<file path="src/hdl/tsmq_pkg.sv">
package tsmq_pkg;

  localparam int SCORE_W        = 24;
  localparam int MAX_CANDIDATES = 1024;
  localparam int POS_W          = $clog2(MAX_CANDIDATES);
  localparam int CNT_W          = $clog2(MAX_CANDIDATES + 1);
  localparam int QUAL_W         = 8;
  localparam int DIV_W          = SCORE_W + QUAL_W;
  localparam int QUEUE_DEPTH    = 2;
  localparam int QPTR_W         = $clog2(QUEUE_DEPTH);
  localparam int QCNT_W         = $clog2(QUEUE_DEPTH + 1);
  localparam int QBIT_W         = $clog2(QUAL_W);

  localparam logic [QUAL_W-1:0] MAX_QUALITY_RESET = QUAL_W'(60);
  localparam logic [POS_W-1:0]  POS_MAX           = POS_W'(MAX_CANDIDATES - 1);
  localparam logic [CNT_W-1:0]  CNT_MAX           = CNT_W'(MAX_CANDIDATES);

  // One finished read, handed from the tracker to the quality unit
  typedef struct packed {
    logic signed [SCORE_W-1:0] best;
    logic signed [SCORE_W-1:0] second;
    logic [CNT_W-1:0]          ties;
    logic [POS_W-1:0]          pos;
  } tsmq_rec_t;

  typedef struct packed {
    logic full;
    logic empty;
  } tsmq_qsts_t;

endpackage

</file>
<file path="src/hdl/tsmq_in_if.sv">
interface tsmq_in_if;
  import tsmq_pkg::*;

  logic                      valid;
  logic                      ready;
  logic signed [SCORE_W-1:0] score;
  logic                      last;

  modport source (output valid, output score, output last, input ready);
  modport sink   (input valid, input score, input last, output ready);
endinterface

</file>
<file path="src/hdl/tsmq_out_if.sv">
interface tsmq_out_if;
  import tsmq_pkg::*;

  logic              valid;
  logic              ready;
  logic [QUAL_W-1:0] quality;
  logic [CNT_W-1:0]  equal_count;
  logic [POS_W-1:0]  best_index;

  modport source (output valid, output quality, output equal_count, output best_index,
                  input ready);
  modport sink   (input valid, input quality, input equal_count, input best_index,
                  output ready);
endinterface

</file>
<file path="src/hdl/tsmq_front.sv">
module tsmq_front (
  input  logic                clk,
  input  logic                rst_n,
  tsmq_in_if.sink             in_ch,
  input  logic                q_full,
  output logic                push,
  output tsmq_pkg::tsmq_rec_t push_rec
);
  import tsmq_pkg::*;

  logic signed [SCORE_W-1:0] best_r, best_nxt;
  logic signed [SCORE_W-1:0] second_r, second_nxt;
  logic [POS_W-1:0]          pos_r, pos_nxt;
  logic [CNT_W-1:0]          ties_r, ties_nxt;
  logic [POS_W-1:0]          item_r, item_nxt;
  logic                      accept;
  logic [CNT_W-1:0]          ties_bump;

  assign in_ch.ready = !q_full;
  assign accept      = in_ch.valid && in_ch.ready;
  assign ties_bump   = (ties_r < CNT_MAX) ? ties_r + CNT_W'(1) : ties_r;

  // Apply the tracking rule for the incoming score
  always_comb begin
    best_nxt   = best_r;
    second_nxt = second_r;
    pos_nxt    = pos_r;
    ties_nxt   = ties_r;
    if (in_ch.score > second_r) begin
      if (in_ch.score > best_r) begin
        second_nxt = best_r;
        best_nxt   = in_ch.score;
        pos_nxt    = item_r;
        ties_nxt   = CNT_W'(1);
      end else if (in_ch.score == best_r) begin
        ties_nxt   = ties_bump;
        second_nxt = best_r;
      end else begin
        second_nxt = in_ch.score;
      end
    end else if (in_ch.score == best_r) begin
      ties_nxt = ties_bump;
    end
    item_nxt = (item_r < POS_MAX) ? item_r + POS_W'(1) : item_r;
  end

  assign push            = accept && in_ch.last;
  assign push_rec.best   = best_nxt;
  assign push_rec.second = second_nxt;
  assign push_rec.ties   = ties_nxt;
  assign push_rec.pos    = pos_nxt;

  always_ff @(posedge clk) begin
    if (!rst_n || push) begin
      best_r   <= '0;
      second_r <= '0;
      pos_r    <= '0;
      ties_r   <= '0;
      item_r   <= '0;
    end else if (accept) begin
      best_r   <= best_nxt;
      second_r <= second_nxt;
      pos_r    <= pos_nxt;
      ties_r   <= ties_nxt;
      item_r   <= item_nxt;
    end
  end
endmodule

</file>
<file path="src/hdl/tsmq_queue.sv">
module tsmq_queue (
  input  logic                 clk,
  input  logic                 rst_n,
  input  logic                 push,
  input  tsmq_pkg::tsmq_rec_t  push_rec,
  input  logic                 pop,
  output tsmq_pkg::tsmq_rec_t  head_rec,
  output tsmq_pkg::tsmq_qsts_t sts
);
  import tsmq_pkg::*;

  tsmq_rec_t         mem_r [QUEUE_DEPTH];
  logic [QPTR_W-1:0] wr_ptr_r;
  logic [QPTR_W-1:0] rd_ptr_r;
  logic [QCNT_W-1:0] cnt_r;

  assign sts.full  = (cnt_r == QCNT_W'(QUEUE_DEPTH));
  assign sts.empty = (cnt_r == '0);
  assign head_rec  = mem_r[rd_ptr_r];

  always_ff @(posedge clk) begin
    if (push) begin
      mem_r[wr_ptr_r] <= push_rec;
    end
  end

  always_ff @(posedge clk) begin
    if (!rst_n) begin
      wr_ptr_r <= '0;
      rd_ptr_r <= '0;
      cnt_r    <= '0;
    end else begin
      if (push) begin
        wr_ptr_r <= (wr_ptr_r == QPTR_W'(QUEUE_DEPTH - 1)) ? '0 : wr_ptr_r + QPTR_W'(1);
      end
      if (pop) begin
        rd_ptr_r <= (rd_ptr_r == QPTR_W'(QUEUE_DEPTH - 1)) ? '0 : rd_ptr_r + QPTR_W'(1);
      end
      if (push && !pop) begin
        cnt_r <= cnt_r + QCNT_W'(1);
      end else if (pop && !push) begin
        cnt_r <= cnt_r - QCNT_W'(1);
      end
    end
  end
endmodule

</file>
<file path="src/hdl/tsmq_back.sv">
module tsmq_back (
  input  logic                       clk,
  input  logic                       rst_n,
  input  logic [tsmq_pkg::QUAL_W-1:0] max_quality,
  input  logic                       q_empty,
  input  tsmq_pkg::tsmq_rec_t        head_rec,
  output logic                       pop,
  tsmq_out_if.source                 out_ch
);
  import tsmq_pkg::*;

  localparam logic [2:0] S_IDLE = 3'd0;
  localparam logic [2:0] S_MUL  = 3'd1;
  localparam logic [2:0] S_ADJ  = 3'd2;
  localparam logic [2:0] S_DIV  = 3'd3;
  localparam logic [2:0] S_DONE = 3'd4;

  logic [2:0]          state_r;
  logic [SCORE_W-1:0]  div_r;
  logic [SCORE_W-1:0]  diff_r;
  logic                zero_r;
  logic [CNT_W-1:0]    ties_r;
  logic [POS_W-1:0]    pos_r;
  logic [DIV_W-1:0]    rem_r;
  logic [QUAL_W-1:0]   quo_r;
  logic [QBIT_W-1:0]   bit_r;
  logic                out_valid_r;
  logic [QUAL_W-1:0]   out_qual_r;
  logic [CNT_W-1:0]    out_cnt_r;
  logic [POS_W-1:0]    out_pos_r;

  logic [DIV_W-1:0]    dvs_sh;
  logic [DIV_W:0]      trial;
  logic                load_out;

  assign dvs_sh   = {{QUAL_W{1'b0}}, div_r} << bit_r;
  assign trial    = {1'b0, rem_r} - {1'b0, dvs_sh};
  assign pop      = (state_r == S_IDLE) && !q_empty;
  assign load_out = (state_r == S_DONE) && (!out_valid_r || out_ch.ready);

  assign out_ch.valid       = out_valid_r;
  assign out_ch.quality     = out_qual_r;
  assign out_ch.equal_count = out_cnt_r;
  assign out_ch.best_index  = out_pos_r;

  // Payload and datapath registers of the read in flight, and the output payload
  always_ff @(posedge clk) begin
    unique case (state_r)
      S_IDLE: begin
        div_r  <= head_rec.best;
        diff_r <= head_rec.best - head_rec.second;
        zero_r <= (head_rec.best == '0);
        ties_r <= head_rec.ties;
        pos_r  <= head_rec.pos;
      end
      S_MUL: begin
        rem_r <= DIV_W'(max_quality) * DIV_W'(diff_r);
      end
      S_ADJ: begin
        rem_r <= rem_r + {{QUAL_W{1'b0}}, div_r} - DIV_W'(1);
        quo_r <= '0;
        bit_r <= QBIT_W'(QUAL_W - 1);
      end
      S_DIV: begin
        if (!trial[DIV_W]) begin
          rem_r        <= trial[DIV_W-1:0];
          quo_r[bit_r] <= 1'b1;
        end
        bit_r <= bit_r - QBIT_W'(1);
      end
      S_DONE: begin
      end
      default: begin
      end
    endcase
    if (load_out) begin
      out_qual_r <= zero_r ? '0 : quo_r;
      out_cnt_r  <= ties_r;
      out_pos_r  <= pos_r;
    end
  end

  always_ff @(posedge clk) begin
    if (!rst_n) begin
      state_r     <= S_IDLE;
      out_valid_r <= 1'b0;
    end else begin
      unique case (state_r)
        S_IDLE: if (!q_empty) state_r <= S_MUL;
        S_MUL:  state_r <= S_ADJ;
        S_ADJ:  state_r <= zero_r ? S_DONE : S_DIV;
        S_DIV:  if (bit_r == '0) state_r <= S_DONE;
        S_DONE: if (load_out) state_r <= S_IDLE;
        default: state_r <= S_IDLE;
      endcase
      if (load_out) begin
        out_valid_r <= 1'b1;
      end else if (out_ch.ready) begin
        out_valid_r <= 1'b0;
      end
    end
  end
endmodule

</file>
<file path="src/hdl/top_two_score_mapping_quality.sv">
// Mapping quality from the best and second-best candidate score of a read.
// Throughput: one score per cycle while the queue has room; the quality unit takes
// one read at a time: multiply, round-up add, one quotient bit per cycle for 8 bits
// (skipped when best is zero), then hand-off to the output register.
// Reset: rst_n synchronous, active low; clears the tracker, queue, quality unit and
// output valid, and sets max_quality to 60.
module top_two_score_mapping_quality (
  input  logic                        clk,
  input  logic                        rst_n,
  tsmq_in_if.sink                     in_ch,
  tsmq_out_if.source                  out_ch,
  input  logic                        cfg_we,
  input  logic [tsmq_pkg::QUAL_W-1:0] cfg_wdata
);
  import tsmq_pkg::*;

  // Scale register; the user must write it only while no read is in flight, unchecked
  logic [QUAL_W-1:0] max_quality_r;

  // Tracker to queue
  logic       push;
  tsmq_rec_t  push_rec;

  // Queue to quality unit
  logic       pop;
  tsmq_rec_t  head_rec;
  tsmq_qsts_t q_sts;

  always_ff @(posedge clk) begin
    if (!rst_n) begin
      max_quality_r <= MAX_QUALITY_RESET;
    end else if (cfg_we) begin
      max_quality_r <= cfg_wdata;
    end
  end

  // Front: compare each score against best and second, push the read on last.
  // It stalls the input only when the queue is full.
  tsmq_front u_front (
    .clk      (clk),
    .rst_n    (rst_n),
    .in_ch    (in_ch),
    .q_full   (q_sts.full),
    .push     (push),
    .push_rec (push_rec)
  );

  // Two finished reads can wait here, so short reads keep streaming while the
  // quality unit works through the previous one.
  tsmq_queue u_queue (
    .clk      (clk),
    .rst_n    (rst_n),
    .push     (push),
    .push_rec (push_rec),
    .pop      (pop),
    .head_rec (head_rec),
    .sts      (q_sts)
  );

  // Back: quality = ceil(max_quality * (best - second) / best) via a
  // restoring divide, one quotient bit per cycle; held in an output register.
  tsmq_back u_back (
    .clk         (clk),
    .rst_n       (rst_n),
    .max_quality (max_quality_r),
    .q_empty     (q_sts.empty),
    .head_rec    (head_rec),
    .pop         (pop),
    .out_ch      (out_ch)
  );
endmodule
</file>
<file path="src/flat_wrapper.sv">
// flat-port wrapper written by rule: the top's interface ports become plain ports
module top_two_score_mapping_quality_flat import tsmq_pkg::*;
  (clk, rst_n, cfg_we, cfg_wdata, in_ch_valid, in_ch_score, in_ch_last, in_ch_ready, out_ch_valid, out_ch_quality, out_ch_equal_count, out_ch_best_index, out_ch_ready);
  tsmq_in_if in_ch_i ();
  tsmq_out_if out_ch_i ();
  input  logic clk;
  input  logic rst_n;
  input  logic cfg_we;
  input  logic [tsmq_pkg::QUAL_W-1:0] cfg_wdata;
  input wire logic [$bits(in_ch_i.valid)-1:0] in_ch_valid;
  input wire logic [$bits(in_ch_i.score)-1:0] in_ch_score;
  input wire logic [$bits(in_ch_i.last)-1:0] in_ch_last;
  output wire logic [$bits(in_ch_i.ready)-1:0] in_ch_ready;
  output wire logic [$bits(out_ch_i.valid)-1:0] out_ch_valid;
  output wire logic [$bits(out_ch_i.quality)-1:0] out_ch_quality;
  output wire logic [$bits(out_ch_i.equal_count)-1:0] out_ch_equal_count;
  output wire logic [$bits(out_ch_i.best_index)-1:0] out_ch_best_index;
  input wire logic [$bits(out_ch_i.ready)-1:0] out_ch_ready;
  assign in_ch_i.valid = in_ch_valid;
  assign in_ch_i.score = in_ch_score;
  assign in_ch_i.last = in_ch_last;
  assign in_ch_ready = in_ch_i.ready;
  assign out_ch_valid = out_ch_i.valid;
  assign out_ch_quality = out_ch_i.quality;
  assign out_ch_equal_count = out_ch_i.equal_count;
  assign out_ch_best_index = out_ch_i.best_index;
  assign out_ch_i.ready = out_ch_ready;
  top_two_score_mapping_quality u_core (.clk(clk), .rst_n(rst_n), .in_ch(in_ch_i), .out_ch(out_ch_i), .cfg_we(cfg_we), .cfg_wdata(cfg_wdata));
endmodule
</file>
<file path="config.mk">
export PLATFORM = sky130hd
export DESIGN_NAME = top_two_score_mapping_quality_flat
export DESIGN_NICKNAME = d
export VERILOG_FILES = /design/src/hdl/tsmq_pkg.sv /design/src/hdl/tsmq_in_if.sv /design/src/hdl/tsmq_out_if.sv /design/src/hdl/tsmq_front.sv /design/src/hdl/tsmq_queue.sv /design/src/hdl/tsmq_back.sv /design/src/hdl/top_two_score_mapping_quality.sv /design/src/flat_wrapper.sv
export SDC_FILE = /design/constraint.sdc
export NUM_CORES = 1
export LEC_CHECK = 0
export BUFFER_PORTS_ARGS = -buffer_cell sky130_fd_sc_hd__buf_2
export CAP_MARGIN = 25
export CORE_MARGIN = 1
export CORE_UTILIZATION = 40
export DETAILED_ROUTE_END_ITERATION = 16
export GPL_TIMING_DRIVEN = 0
export PLACE_DENSITY = 0.55
export SLEW_MARGIN = 20
export SYNTH_ARGS = -nofsm -noshare
export SYNTH_HDL_FRONTEND = slang
export SYNTH_SLANG_ARGS = --single-unit
</file>
<file path="constraint.sdc">
create_clock -name clk -period 21.7 [get_ports clk]
set_input_delay 1.085 -clock clk [delete_from_list [all_inputs] [get_ports clk]]
set_output_delay 1.085 -clock clk [all_outputs]
set_load 0.005 [all_outputs]
</file>
==> implementation parameters <==
Parameter                              Value

Timing
  Final worst path period share ... 29.40%
  Highest achievable clock rate ... 0.1567 GHz
  RSZ-0062 raised after global routing ... false
  Worst slew pin tran ... 1031 ps
  Fin Clk Skew ... 44.74 ps
  Final number of max-transition violations ... 0
  Sum of negative setup slack ... 0 ps
  Hold Vio Cnt, Final ... 0
  Time the worst path needs with I/O delays and setup ... 6381 ps
  Final setup vio count ... 0
  Slew Limit Headroom ... 30.92%

Layout
  Count of inserted antenna diode cells ... 0
  Relative area change from synthesis to final layout ... 11.79%
  Final-layout fill cell count ... 6666
  Final net count ... 3336
  Commonest cells after routing, fill and taps aside ... inv_1, edfxtp_1, nand2_1
  Layout cell share with drive strength beyond 1 ... 8.180%
  Most common library cell in the layout ignoring fill and taps ... inv_1

Clock network
  H-tree lvl count ... 2
  TritonCTS clock tree ... done
  TritonCTS Buffers ... a little over 40
  Num Clock Sinks ... 376
  Clock Tree Root ... clkbuf_16
  Clock-pin slew of the registers on the worst-case setup and hold paths ... 60 ps
  Worst-Skew Late Latency ... 600 ps
  Clk buf depth ... 3
  Post-cts sizing count ... 0
  Buffers inserted during post-CTS setup optimization ... 0
  CTS Hold Bufs ... 0

Worst hold path
  Number of cells on the worst hold path ... 0
  Class of the tightest hold or removal check ... reg2reg

Logic synthesis
  Flop and latch count out of synthesis ... 376
  Proportion of synthesized flip-flops having asynchronous set or reset ... 0%
  Leading area contributor after synthesis ... edfxtp_1
  Count of warnings emitted by yosys ... 0
  Top area cells in the synthesized netlist ... edfxtp_1, fa_1, ha_1, dfxtp_1, inv_1
  Post-Syn Nets ... around 3200
  Avg Synthesized Cell Area ... 9.827 um^2
  Post-synthesis cell area ... 27780 um^2
  Post-synthesis sequential area ratio ... between 30% and 40%
  Distinct cells, synth ... 79
  Primary FF master, synth ... edfxtp_1
  Number of enable-type register cells in the synthesized netlist ... 280
  Share of the synthesized area in the top cell type ... 30.26%
  Number of instances in the synthesized netlist ... 2827

Run
  Count of maximum capacitance violations ... 0

Die
  Placeable core area ... 68710 um^2
  Die Height ... 265.5 um
  Number of standard-cell rows in the floorplan ... 96
  Chip width ... 265.5 um
  Number of I/O pins ... just under 70
  Full die area ... 70510 um^2
  Initial cell density of the core ... 40.44%

Detailed routing
  Post-detailed-route count of antenna-violating nets ... 0
  DRC Markers ... 0
  Average via count per standard cell ... 5.383
  Total vias in the final route ... ~21000
  Average detailed-routed wire length per instance ... 19.54 um
  Final routed wirelength across all metal layers ... 76480 um
  Starting DRC count in detailed routing ... 1640
  Router iterations before antenna repair ... 7

Placed design
  Routability congestion estimate ... between 0.9 and 1
  Detailed-placement wirelength estimate ... 60750 um
  PortBufs ... 67

Critical path
  Most frequent cell on the critical path ... fa_1
  Worst-path fanout max ... 10
  Worst r2r path cells ... 19
  Startpoint kind of the worst setup timing path ... flip-flop
  Critical Path RT ... around 22000 ps
  Critical-path top delay cell ... dfxtp_1
  Crit path cell chain ... clkbuf_1 -> and2_1 -> fa_1 -> fa_1 -> fa_1 -> inv_1 -> fa_1 -> inv_1 -> ha_1 -> a211oi_1 -> o21bai_1 -> o311a_1 -> o31ai_2 -> a21oi_1 -> a211oi_2 -> o21bai_1 -> a21o_1 -> xnor2_1 -> a21oi_2
  Data arrival time at the worst-slack endpoint ... 6690 ps
  Maximum single-stage delay on the critical path ... 570 ps
  Kind of end point of the critical path ... flip-flop
  Critical Setup Path Class ... reg2reg

Global routing
  Initial antenna violation count ... 0
  Wire length of the first global-routing pass ... 119500 um
  All-layer global routing usage ... between 20% and 30%
  Number of global-route vias before repair ... 21410
  Total global routing overflow ... 0
  Largest net degree at the start of global routing ... 42

Run status
  Result of the run ... completed
-- stage by stage --
step | setup WS [ps] | utilization (%) | area (um^2) | cells | hold slack, ps
after detailed placement | 15330 | 42.93 | 29490 | 3838 | 404.5
after CTS | 15320 | 45.20 | 31060 | 3914 | 419.4
after global routing | 15100 | 45.20 | 31060 | 3914 | 427.4
after global placement | 11650 | 42.62 | 29280 | 3825 | 407.5
after floorplan | 14190 | - | 27780 | 2827 | 400.3
final | 15320 | 45.20 | 31060 | 3914 | 419.7
-- path summary, 6_finish.rpt --
path                                              from                                      endpoint  slack [ps]
setup / recovery  u_core.max_quality_r[2]$_SDFFE_PN1P_             u_core.u_back.rem_r[28]$_DFFE_PP_       15320
hold / removal        u_core.u_back.pos_r[7]$_DFFE_PP_  u_core.u_back.out_ch.best_index[7]$_DFFE_PP_         420
setup reg to reg  u_core.max_quality_r[2]$_SDFFE_PN1P_             u_core.u_back.rem_r[28]$_DFFE_PP_       15320
hold reg to reg       u_core.u_back.pos_r[7]$_DFFE_PP_  u_core.u_back.out_ch.best_index[7]$_DFFE_PP_         420
-- critical path, delay by kind of cell, from the launching register on --
| kind | cells | cell delay (ps) |
|---|---|---|
| fa+ha+maj | 5 | 2380 |
| compound gates | 9 | 1990 |
| flops | 1 | 570 |
| buf+inv | 3 | 510 |
| xor+xnor | 1 | 460 |
| simple gates | 1 | 210 |
-- registers in the layout, indices dropped and copies added (netlist names), named ones only --
name and count:
u_core.u_queue.mem_r 138, u_core.u_back.rem_r 32, u_core.u_back.diff_r 24, u_core.u_back.div_r 24, u_core.u_front.best_r 24, u_core.u_front.second_r 24, u_core.u_back.out_ch.equal_count 11, u_core.u_back.ties_r 11
u_core.u_front.ties_r 11, u_core.u_back.out_ch.best_index 10, u_core.u_back.pos_r 10, u_core.u_front.item_r 10, u_core.u_front.pos_r 10, u_core.max_quality_r 8, u_core.u_back.out_ch.quality 8, u_core.u_back.quo_r 8
u_core.u_back.bit_r 3, u_core.u_back.state_r 3, u_core.u_queue.cnt_r 2, u_core.u_back.out_ch.valid 1, u_core.u_back.zero_r 1, u_core.u_queue.rd_ptr_r 1, u_core.u_queue.wr_ptr_r 1
-- metal layers --
layer	vias to the layer above	track usage, %	part of all wire (%)
li1	10140	-	-
met1	10330	28.25	44
met2	483	37.36	48
met3	125	2.268	4.3
met4	0	8.671	3.9
met5	-	0	0
-- cell type report --
| cell class | instances | area [um^2] | share of cell area (%) |
|---|---|---|---|
| Tap cell | 931 | 1165 | 3.751 |
| Multi-Input combinational cell | 2007 | 15790 | 50.84 |
| Clock buffer | 47 | 1049 | 3.376 |
| Sequential cell | 376 | 10330 | 33.26 |
| Buffer | 108 | 426.7 | 1.374 |
| Inverter | 336 | 1261 | 4.061 |
| Clock inverter | 29 | 513.0 | 1.652 |
| Timing Repair Buffer | 80 | 523.0 | 1.684 |
-- Yosys cell counts, drive strengths merged (4+ instances only) --
cell and number:
a21o 48, o31ai 18, or3 13, o2111ai 5
inv 333, nor3 25, nor3b 7, nand2 278
o22ai 27, a21oi 139, a22oi 5, a211oi 29
a211o 6, fa 135, o211ai 15, and2 153
xnor2 68, mux2 46, nand2b 15, a31oi 12
o41a 4, dfxtp 96, nand3 74, xor2 37
nor4 17, and3 10, nand4 29, ha 213
o21bai 16, mux2i 91, o211a 5, a31o 4
nor2 161, o21a 23, o21ai 170, buf 27
clkbuf 81, o31a 6, edfxtp 280, nor2b 24
mux4 15, o221ai 27, a41oi 5
-- cells by family after synthesis --
kind of cell,Yosys count,synth area share (%)
AO/OA/AOI/OAI,586,13.61
XOR/XNOR,105,3.310
adder cells (fa/ha/maj),348,19.32
buffers and inverters,444,6.075
flip-flops,376,37.18
multiplexers,152,6.359
AND/OR/NAND/NOR,816,14.14
Power is not shown: default switching activity piles up to over one toggle a cycle in this logic, so the estimate is an artifact.
